### config.mk
export PLATFORM = sky130hd
export DESIGN_NAME = chof_ctrl
export DESIGN_NICKNAME = d
export VERILOG_FILES = /design/src/chof_pkg.sv /design/src/chof_ctrl.sv
export SDC_FILE = /design/constraint.sdc
export NUM_CORES = 1
export LEC_CHECK = 0
export BUFFER_PORTS_ARGS = -buffer_cell sky130_fd_sc_hd__buf_2
export CAP_MARGIN = 20
export CELL_PAD_IN_SITES_DETAIL_PLACEMENT = 2
export CELL_PAD_IN_SITES_GLOBAL_PLACEMENT = 2
export CORE_MARGIN = 2
export CORE_UTILIZATION = 18
export DETAILED_ROUTE_END_ITERATION = 10
export GPL_TIMING_DRIVEN = 0
export PLACE_DENSITY = 0.7
export SLEW_MARGIN = 10
export SYNTH_ARGS = -nofsm -noshare
export SYNTH_HDL_FRONTEND = slang
export SYNTH_SLANG_ARGS = --single-unit
### constraint.sdc
create_clock -name i_clk -period 1.5 [get_ports i_clk]
set_clock_uncertainty 0.2 [all_clocks]
set_input_delay 0.3 -clock i_clk [delete_from_list [all_inputs] [get_ports i_clk]]
set_output_delay 0.3 -clock i_clk [all_outputs]
set_load 0.02 [all_outputs]
### src/chof_pkg.sv
// Shared types and constants of the chained hash find-or-insert core.
package chof_pkg;

    // Table geometry; the bucket is the low bits of the key code.
    localparam int TABLE_SIZE = 256;
    localparam int IDX_W      = $clog2(TABLE_SIZE);
    localparam int LINK_W     = IDX_W + 1;
    localparam int KEY_W      = 21;
    localparam int SLOT_W     = 8;

    // Controller states.
    typedef enum logic [2:0] {
        ST_IDLE,
        ST_HEAD,
        ST_CMP,
        ST_MISS,
        ST_RESULT
    } t_state;

    // One stored entry: its code and the link to the next entry (index plus one).
    typedef struct packed {
        logic [KEY_W-1:0]  code;
        logic [LINK_W-1:0] link;
    } t_entry;

    // Commands from the controller to the datapath.
    typedef struct packed {
        logic load_key;
        logic head_cap;
        logic walk_start;
        logic walk_next;
        logic do_insert;
        logic res_hit;
        logic res_full;
        logic out_load;
    } t_cmd;

    // Status from the datapath to the controller.
    typedef struct packed {
        logic head_zero;
        logic code_match;
        logic next_zero;
        logic table_full;
        logic out_busy;
    } t_status;

endpackage

### src/chof_ctrl.sv
// Controller state machine of the chained hash find-or-insert core.
module chof_ctrl (
    input  logic              i_clk,
    input  logic              i_rst_n,
    input  logic              i_valid,
    output logic              o_ready,
    input  chof_pkg::t_status i_status,
    output chof_pkg::t_cmd    o_cmd
);

    chof_pkg::t_state r_state;
    chof_pkg::t_state n_state;

    // State register.
    always_ff @(posedge i_clk) begin
        if (!i_rst_n) begin
            r_state <= chof_pkg::ST_IDLE;
        end else begin
            r_state <= n_state;
        end
    end

    // Next state and commands; no item is taken while reset is held.
    always_comb begin
        n_state = r_state;
        o_cmd   = '0;
        o_ready = 1'b0;
        unique case (r_state)
            chof_pkg::ST_IDLE: begin
                o_ready = i_rst_n;
                if (i_valid && i_rst_n) begin
                    o_cmd.load_key = 1'b1;
                    n_state        = chof_pkg::ST_HEAD;
                end
            end
            chof_pkg::ST_HEAD: begin
                o_cmd.head_cap = 1'b1;
                if (i_status.head_zero) begin
                    n_state = chof_pkg::ST_MISS;
                end else begin
                    o_cmd.walk_start = 1'b1;
                    n_state          = chof_pkg::ST_CMP;
                end
            end
            chof_pkg::ST_CMP: begin
                if (i_status.code_match) begin
                    o_cmd.res_hit = 1'b1;
                    n_state       = chof_pkg::ST_RESULT;
                end else if (i_status.next_zero) begin
                    n_state = chof_pkg::ST_MISS;
                end else begin
                    o_cmd.walk_next = 1'b1;
                end
            end
            chof_pkg::ST_MISS: begin
                if (i_status.table_full) begin
                    o_cmd.res_full = 1'b1;
                end else begin
                    o_cmd.do_insert = 1'b1;
                end
                n_state = chof_pkg::ST_RESULT;
            end
            chof_pkg::ST_RESULT: begin
                if (!i_status.out_busy) begin
                    o_cmd.out_load = 1'b1;
                    n_state        = chof_pkg::ST_IDLE;
                end
            end
            default: begin
                n_state = chof_pkg::ST_IDLE;
            end
        endcase
    end

endmodule

== After elaboration in Yosys (flattened, before gate mapping) ==
Cells that the tools add are included.
Word-level totals
  register bits: 3
  input port bits: 8
  logic and storage cells: 33
Cells by class
  equal/unequal tests: 7
  muxes and demuxes: 22
  reduce and logical (&&, ||, !) cells: 3
Operators with widths (count)
  2-to-1 mux 1 bit: 16
  case mux 3 bit (5 select lines): 1
  2-to-1 mux 3 bit: 4
  == test 3 x 2 -> 1 bit (second input constant): 2
  inequality test 2 bit (second input constant): 2
  == test 3 x 1 -> 1 bit (second input constant): 1
  == test 3 bit (second input constant): 1
  logical NOT 3 bit: 1
  inequality test 3 bit (second input constant): 1
  AND reduction 3 bit: 1
  2-to-1 mux 2 bit: 1
  logical AND 1 bit: 1

== Longest topological paths before layout ==
Gate-level depths: netlist (run 1).
  depth after elaboration: 3
  gate-level depth with buffers: 4

== Worst setup path before layout (run 1) ==
No wires, ideal clock.
  path kind: reg2out
  start: reg r_state[0]
  end: out o_cmd[5] (netlist bit)
  arrival time: 1236 ps
  setup slack: -236 ps
  cell stages (with the launch flop): 3
  path buffers: 0
  cells stage by stage: dfxtp_1 > inv_1 > nor4_1
RTL lines
  start: declaration: line chof_ctrl.sv:11  | chof_pkg::t_state r_state;
  start signal: assignment: line chof_ctrl.sv:17  | r_state <= chof_pkg::ST_IDLE;
  start signal: assignment: line chof_ctrl.sv:19  | r_state <= n_state;
  end: declaration: line chof_ctrl.sv:8  | output chof_pkg::t_cmd o_cmd

==> reports/qor.csv, run 1 <==
metric,value,unit
failing checks,setup timing,
placed cell area,352.8,µm²
top cell type's share of synthesized area,0.2474,
dpl cells,61,
CP max FO,5,
Die Height,40.72,µm
DIE AREA,1658,µm²
residual DRC count,0,
Max transition margin,0.7294,
Initial Util,0.1889,
Cells after Synth,30,
max frequency,0.5940,GHz
DRT antenna net count,0,
CTS tree,done,
Post-Synth XOR/XNOR Area,0,
Max clock buf depth,2,
biggest regs,r_state (3),
Synth Register Bits,3,
Mapped Nets,38,
sequential element share of the synthesized area,0.2474,
vias in the first global route,299,
YS warnings,0,
Max VDD drop,320.2,µV
Synth cell types,19,
Worst Hold Slack,0.1401,ns
worst min path class,primary input to register,
Total Routing Usage GR,0.1250,
Die Width,40.72,µm
total core area,1285,µm²
max FFs per register,3,
largest net degree at the start of global routing,7,
RSZ-0062 raised after global routing,true,
Synth-to-Final Area Change,124.7,%
initial antenna violation count,0,
pre-CTS WS,-0.1029,ns
number of synthesized flops with an enable pin,0,
Synth area leaders,"dfxtp_1, a2111oi_4, and3_1",
Final Hold Fails,0,
final core utilization,0.4245,
Yosys top cell by area,dfxtp_1,
first-pass GRT wire length,1.338,mm
routability congestion estimate,0.6353,
Pre-antenna DRT Iters,1,
I/O Pins,17,
CP endpoint kind,primary output,
Skew-Pair Late Insertion Delay,0.23,ns
Antenna diodes,0,
clock-pin slew on the worst setup and hold paths,0.03,ns
ys flop type,dfxtp_1,
Iteration-0 DRC Markers,0,
Port Buffers,16,
startpoint types,register,
Slew @ Worst Pin,0.4051,ns
CP Class,register to primary output,
design area,545.5,µm²
clk sinks,3,
total CTS buffers,3,
async set-or-reset flop fraction in the synthesized netlist,0,
"Worst Setup Slack, final",-0.1834,ns
Mapped Area,242.7,µm²
"Avg Cell Area, Syn",8.091,µm²
Finished Layout Cells,74,
Largest Register,r_state,
CTS root buf,clkbuf_4,
final worst-path cycle share,1.122,
fillers,153,
nets@finish,68,
Max Cap Viol,0,
Synth Area in Compound Gates,0.2062,
status,finished with violations,
via count,323,
final setup TNS,-1.120,ns
main combinational cell family by area after synthesis,simple AND/OR/NAND/NOR gates,
synth cell count leaders,"and3_1, dfxtp_1, nand2_1, nor2_1, nor2b_1",
total power,0.6448,mW
Post-Synth Simple-Gate Area,0.4691,
Post-Synth Adder-Cell Area,0,
cell depth of the worst min-delay path,2,
GR Overflow Total,0,
pwr/cell area,1182,nW/µm²
HPWL after DPL,588.4,µm
Via density,4.365,
post-synthesis mux area share,0.04124,
worst r2r path cells,4,
Pleak,0.2587,nW
worst path required time,1.00,ns
CTS H-Tree Depth,1,
Final Slew Violations,0,
WL/cell,11.31,µm
fraction of layout cells with a size suffix above 1,0.7797,
Final Routed Wirelength,837,µm
crit path time final,1.683,ns
Critical Path AT,1.18,ns
# rows,13,
Final setup viols,9,
-- cells in the final DEF (no fill, tap or decap), drive strengths merged, types with 2 or more instances in the layout --
cell / instances
and3: 3
nor3: 2
nor2: 3
clkbuf: 4
nor2b: 4
nand2: 3
dfxtp: 3
buf: 26
-- logic make-up after synthesis --
| family | count (synthesis) |
|---|---|
| AOI/OAI and AO/OA | 4 |
| buffers and inverters | 2 |
| DFF | 3 |
| muxes | 1 |
| and+or+nand+nor | 20 |
-- final timing paths --
kind	endpoint	startpoint	slack [ns]
setup reg to reg	r_state[2]	r_state[2]	0.08
setup / recovery	o_cmd[2]	r_state[1]	-0.18
hold reg to reg	r_state[0]	r_state[0]	0.43
hold / removal	r_state[2]	i_rst_n	0.14
-- where the power goes --
group | total (mW) | switching, mW | internal, mW | leakage, nW
Combinational | 0.368 | 0.160 | 0.209 | 0.217
Clock | 0.135 | 0.0358 | 0.0993 | 0.0150
Sequential | 0.141 | 0.0345 | 0.107 | 0.0264
Total | 0.645 | 0.230 | 0.415 | 0.259
-- worst max-delay path, cell delays in order (launching register included) --
cell and delay, ns:
dfxtp_2 0.31, buf_6 0.12, and2b_2 0.23, and3_4 0.18
buf_6 0.12
-- timing repair --
action	in CTS	in global routing
setup endpoints to repair	9	10
resized for setup	27	6
pin swaps	8	7
buffers inserted	7	2
hold buffers	0	0
gates cloned	0	0
-- final cells by class --
cell class | count | area (µm²) | share of cell area
Tap cell | 15 | 18.77 | 0.03440
Multi-Input combinational cell | 25 | 227.7 | 0.4174
Buffer | 1 | 11.26 | 0.02064
Timing Repair Buffer | 25 | 186.4 | 0.3417
Inverter | 1 | 6.256 | 0.01147
Sequential cell | 3 | 68.82 | 0.1261
Clock buffer | 4 | 26.28 | 0.04817
-- per-layer routing --
metal  track usage  wire (µm)
met5             0          0
met4       0.05000          0
met3       0.01630         37
met2        0.2183        459
met1        0.1526        340
Note: power is estimated with default switching activity, not from simulation.
==> inputs of run 2 (changes only) <==
- PLACE_DENSITY: 0.7 -> 0.72
- SETUP_SLACK_MARGIN: not set -> 0.3
==> run 2 against run 1 <==
Against the previous run:
- the flow still finishes with violations (setup timing)
- utilization up 8.0 points
- hold slack worse by 0.0055 ns
- via count up 12%
- die area unchanged
- register-to-register slack about the same
- critical path type unchanged
==> reports/qor.csv, run 2 (synthesis results as in run 1) <==
metric,value,unit
failing checks,setup timing,
Via density,4.714,
total CTS buffers,3,
Max Cap Viol,0,
"Worst Setup Slack, final",-0.2298,ns
crit path time final,1.730,ns
initial antenna violation count,0,
routability congestion estimate,0.6865,
nets@finish,71,
final worst-path cycle share,1.153,
vias in the first global route,327,
Total Routing Usage GR,0.1294,
# rows,13,
Initial Util,0.1889,
CTS tree,done,
fraction of layout cells with a size suffix above 1,0.8710,
Max transition margin,0.8054,
CTS root buf,clkbuf_4,
Critical Path AT,1.23,ns
Antenna diodes,0,
WL/cell,16.52,µm
Die Width,40.72,µm
Largest Register,r_state,
"most common cell after layout, fill and taps aside",buf_6,
Final setup viols,9,
worst path required time,1.00,ns
Max clock buf depth,2,
worst min path class,primary input to register,
first-pass GRT wire length,1.366,mm
CP max FO,6,
Slew @ Worst Pin,0.2920,ns
status,finished with violations,
final core utilization,0.5044,
via count,363,
startpoint types,register,
Synth-to-Final Area Change,167.0,%
I/O Pins,17,
P_int,0.4786,mW
Sw Share,0.3941,
Clock Power Share,0.196,
Port Buffers,16,
Skew-Pair Late Insertion Delay,0.24,ns
fillers,136,
cell depth of the worst min-delay path,2,
CP endpoint kind,primary output,
clock-pin slew on the worst setup and hold paths,0.04,ns
residual DRC count,0,
GR Overflow Total,0,
CTS H-Tree Depth,1,
Final Hold Fails,0,
Net Switching,0.3113,mW
RSZ-0062 raised after global routing,true,
Pleak,0.2842,nW
Pre-antenna DRT Iters,2,
Max VDD drop,437.0,µV
pre-CTS WS,-0.02219,ns
sequential share of power,0.192,
biggest regs,r_state (3),
DIE AREA,1658,µm²
max FFs per register,3,
largest net degree at the start of global routing,9,
worst r2r path cells,4,
"commonest cells after routing, fill and taps aside","buf_6, buf_4, buf_2, and3_4, clkbuf_4",
CP Class,register to primary output,
Comb pwr share,0.612,
Iteration-0 DRC Markers,3,
clk sinks,3,
Final Slew Violations,0,
DRT antenna net count,0,
pwr/cell area,1219,nW/µm²
max frequency,0.5781,GHz
Die Height,40.72,µm
final setup TNS,-1.692,ns
total core area,1285,µm²
Final Routed Wirelength,1.272,mm
## run 2: repair_timing
item                                    CTS  global route
endpoints found under the hold margin     0             0
buffers inserted                          2            10
resized for setup                        17             9
hold buffers                              0             0
pin swaps                                 2             5
endpoints found under the setup margin   11            11
## run 2: cell type report
cell class	count	area, µm²	share of cell area
Buffer	1	15.01	0.02317
Clock buffer	4	26.28	0.04054
Inverter	1	8.758	0.01351
Multi-Input combinational cell	25	276.5	0.4266
Sequential cell	3	68.82	0.1062
Tap cell	15	18.77	0.02896
Timing Repair Buffer	28	234.0	0.3610
## run 2: final timing paths
| kind | startpoint | endpoint | slack, ns |
|---|---|---|---|
| worst min-delay path | i_rst_n | r_state[2] | 0.13 |
| worst max-delay path | r_state[1] | o_cmd[7] | -0.23 |
| worst max register to register | r_state[2] | r_state[2] | 0.07 |
| worst min register to register | r_state[2] | r_state[1] | 0.43 |
## run 2: power by group through the flow
stage / clock (mW) / combinational (mW) / sequential, mW
floorplan: 0 / 0.219 / 0.150
global placement: 0 / 0.275 / 0.160
detailed placement: 0 / 0.283 / 0.161
CTS: 0.151 / 0.334 / 0.166
global route: 0.161 / 0.517 / 0.155
finish: 0.155 / 0.483 / 0.152
## run 2: routing by layer
metal,up-vias,routed length [µm],part of all wire,global-route usage
li1,173,-,-,-
met2,13,700,0.55,0.2500
met5,-,0,0,0
met3,2,44,0.035,0.03261
met1,175,508,0.40,0.1294
met4,0,18,0.014,0.05000
## run 2: through the flow
stage	instances	cell area [µm²]	hold slack (ns)	power (mW)
final	77	648.1	0.1346	0.7899
after global routing	77	648.1	0.1364	0.8330
after CTS	67	543.0	0.1363	0.6515
after detailed placement	61	447.9	0.3780	0.4443
after global placement	61	447.9	0.3670	0.4344
after floorplan	30	349.1	0.2232	0.3687
## run 2: worst max-delay path, cell delays in order (launching register included)
cell	delay, ns
dfxtp_2	0.31
buf_8	0.13
nor3_4	0.22
and3_4	0.21
buf_6	0.11
==> inputs of run 3 (changes only) <==
- BUFFER_PORTS_ARGS: -buffer_cell sky130_fd_sc_hd__buf_2 -> -buffer_cell sky130_fd_sc_hd__buf_4
==> run 3 against run 2 <==
Against the previous run:
- design area is 1.2% lower
- first-iteration DRC count down 100%
- global-route usage is 3.7 points higher
- sequential share of layout area increased by 0.12 points
- combinational power is 3% lower
- the flow still finishes with violations (setup timing)
- routed wire length decreased by 10%
==> reports/qor.csv, run 3 (synthesis results as in run 1) <==
metric,value,unit
Largest Register,r_state,
placed cell area,488.0,µm²
nets@finish,66,
clk sinks,3,
total core area,1285,µm²
startpoint types,register,
status,finished with violations,
HPWL after DPL,775,µm
final core utilization,0.4985,
Critical Path AT,1.22,ns
clock-pin slew on the worst setup and hold paths,0.04,ns
max frequency,0.5804,GHz
Pre-antenna DRT Iters,1,
CP Class,register to primary output,
CP max FO,6,
worst path required time,1.00,ns
DIE AREA,1658,µm²
# rows,13,
Port Buffers,16,
CTS tree,done,
Die Width,40.72,µm
Max Cap Viol,0,
final setup TNS,-1.568,ns
Pleak,0.2714,nW
WL/cell,15.85,µm
Sw Share,0.3905,
Final setup viols,9,
hold_buf cts,0,
total power,0.7742,mW
fillers,141,
Clock Power Share,0.205,
"Worst Setup Slack, final",-0.2228,ns
failing checks,setup timing,
Synth-to-Final Area Change,163.9,%
Iteration-0 DRC Markers,0,
P_int,0.4718,mW
fraction of layout cells with a size suffix above 1,0.8596,
routability congestion estimate,0.7150,
sequential share of power,0.187,
DRT antenna net count,0,
max FFs per register,3,
total CTS buffers,3,
Max transition margin,0.8201,
CP endpoint kind,primary output,
worst min path class,primary input to register,
initial antenna violation count,0,
CTS root buf,clkbuf_4,
residual DRC count,0,
GR Overflow Total,0,
Final Hold Fails,0,
Skew-Pair Late Insertion Delay,0.25,ns
final worst-path cycle share,1.149,
"commonest cells after routing, fill and taps aside","buf_4, buf_6, and3_4, clkbuf_4",
RSZ-0062 raised after global routing,true,
Final Slew Violations,0,
via count,334,
crit path time final,1.723,ns
Max clock buf depth,2,
Max VDD drop,410.4,µV
first-pass GRT wire length,1.621,mm
Antenna diodes,0,
design area,640.6,µm²
Via density,4.639,
"most common cell after layout, fill and taps aside",buf_4,
Slew @ Worst Pin,0.2699,ns
Final Routed Wirelength,1.141,mm
Comb pwr share,0.608,
vias in the first global route,333,
Initial Util,0.1889,
largest net degree at the start of global routing,9,
pwr/cell area,1208,nW/µm²
I/O Pins,17,
Die Height,40.72,µm
CTS H-Tree Depth,1,
Total Routing Usage GR,0.1661,
Net Switching,0.3024,mW
biggest regs,r_state (3),
-- run 3: layout make-up --
type | instances | area (µm²) | area share
multi-input combinational | 25 | 279.0 | 0.4355
timing repair buffer | 23 | 219.0 | 0.3418
sequential | 3 | 68.82 | 0.1074
clock buffer | 4 | 26.28 | 0.04102
buffer | 1 | 20.02 | 0.03125
tap | 15 | 18.77 | 0.02930
inverter | 1 | 8.758 | 0.01367
-- run 3: through the flow --
| stage | setup slack, ns | hold slack (ns) | std cells |
|---|---|---|---|
| global placement | 0.01261 | 0.3614 | 61 |
| detailed placement | -0.02333 | 0.3646 | 61 |
| finish | -0.2228 | 0.1273 | 72 |
| global route | -0.2528 | 0.1451 | 72 |
| CTS | -0.2543 | 0.1075 | 69 |
| floorplan | 0.1361 | 0.2232 | 30 |
-- run 3: critical path, cell delays in order (launching register included) --
cell and delay, ns:
dfxtp_2 0.32, buf_12 0.13, and2b_2 0.23, and3_4 0.16
buf_6 0.12
-- run 3: power groups by stage --
| stage | clock (mW) | sequential [mW] | combinational (mW) |
|---|---|---|---|
| CTS | 0.163 | 0.145 | 0.436 |
| global route | 0.172 | 0.148 | 0.498 |
| detailed placement | 0 | 0.161 | 0.309 |
| finish | 0.159 | 0.145 | 0.470 |
| floorplan | 0 | 0.150 | 0.219 |
| global placement | 0 | 0.160 | 0.298 |
-- run 3: repair_timing --
item	in CTS	in global routing
endpoints found under the setup margin	11	12
pin swaps	6	5
cloned	0	0
gates resized for setup	12	5
setup buffers	4	3
hold endpoints to repair	0	0
-- run 3: layer usage --
metal	GRT usage	vias up	routed length [µm]
li1	-	160	-
met1	0.1704	161	437
met2	0.3016	11	649
met4	0.1000	0	25
met3	0.03804	2	29
met5	0	-	0
-- run 3: worst paths after layout --
path,startpoint,to,slack (ns),cells after the start
worst max-delay path,r_state[1],o_cmd[2],-0.22,4
worst min-delay path,i_rst_n,r_state[2],0.13,2
worst max register to register,r_state[1],r_state[2],0.11,4
worst min register to register,r_state[1],r_state[0],0.38,2
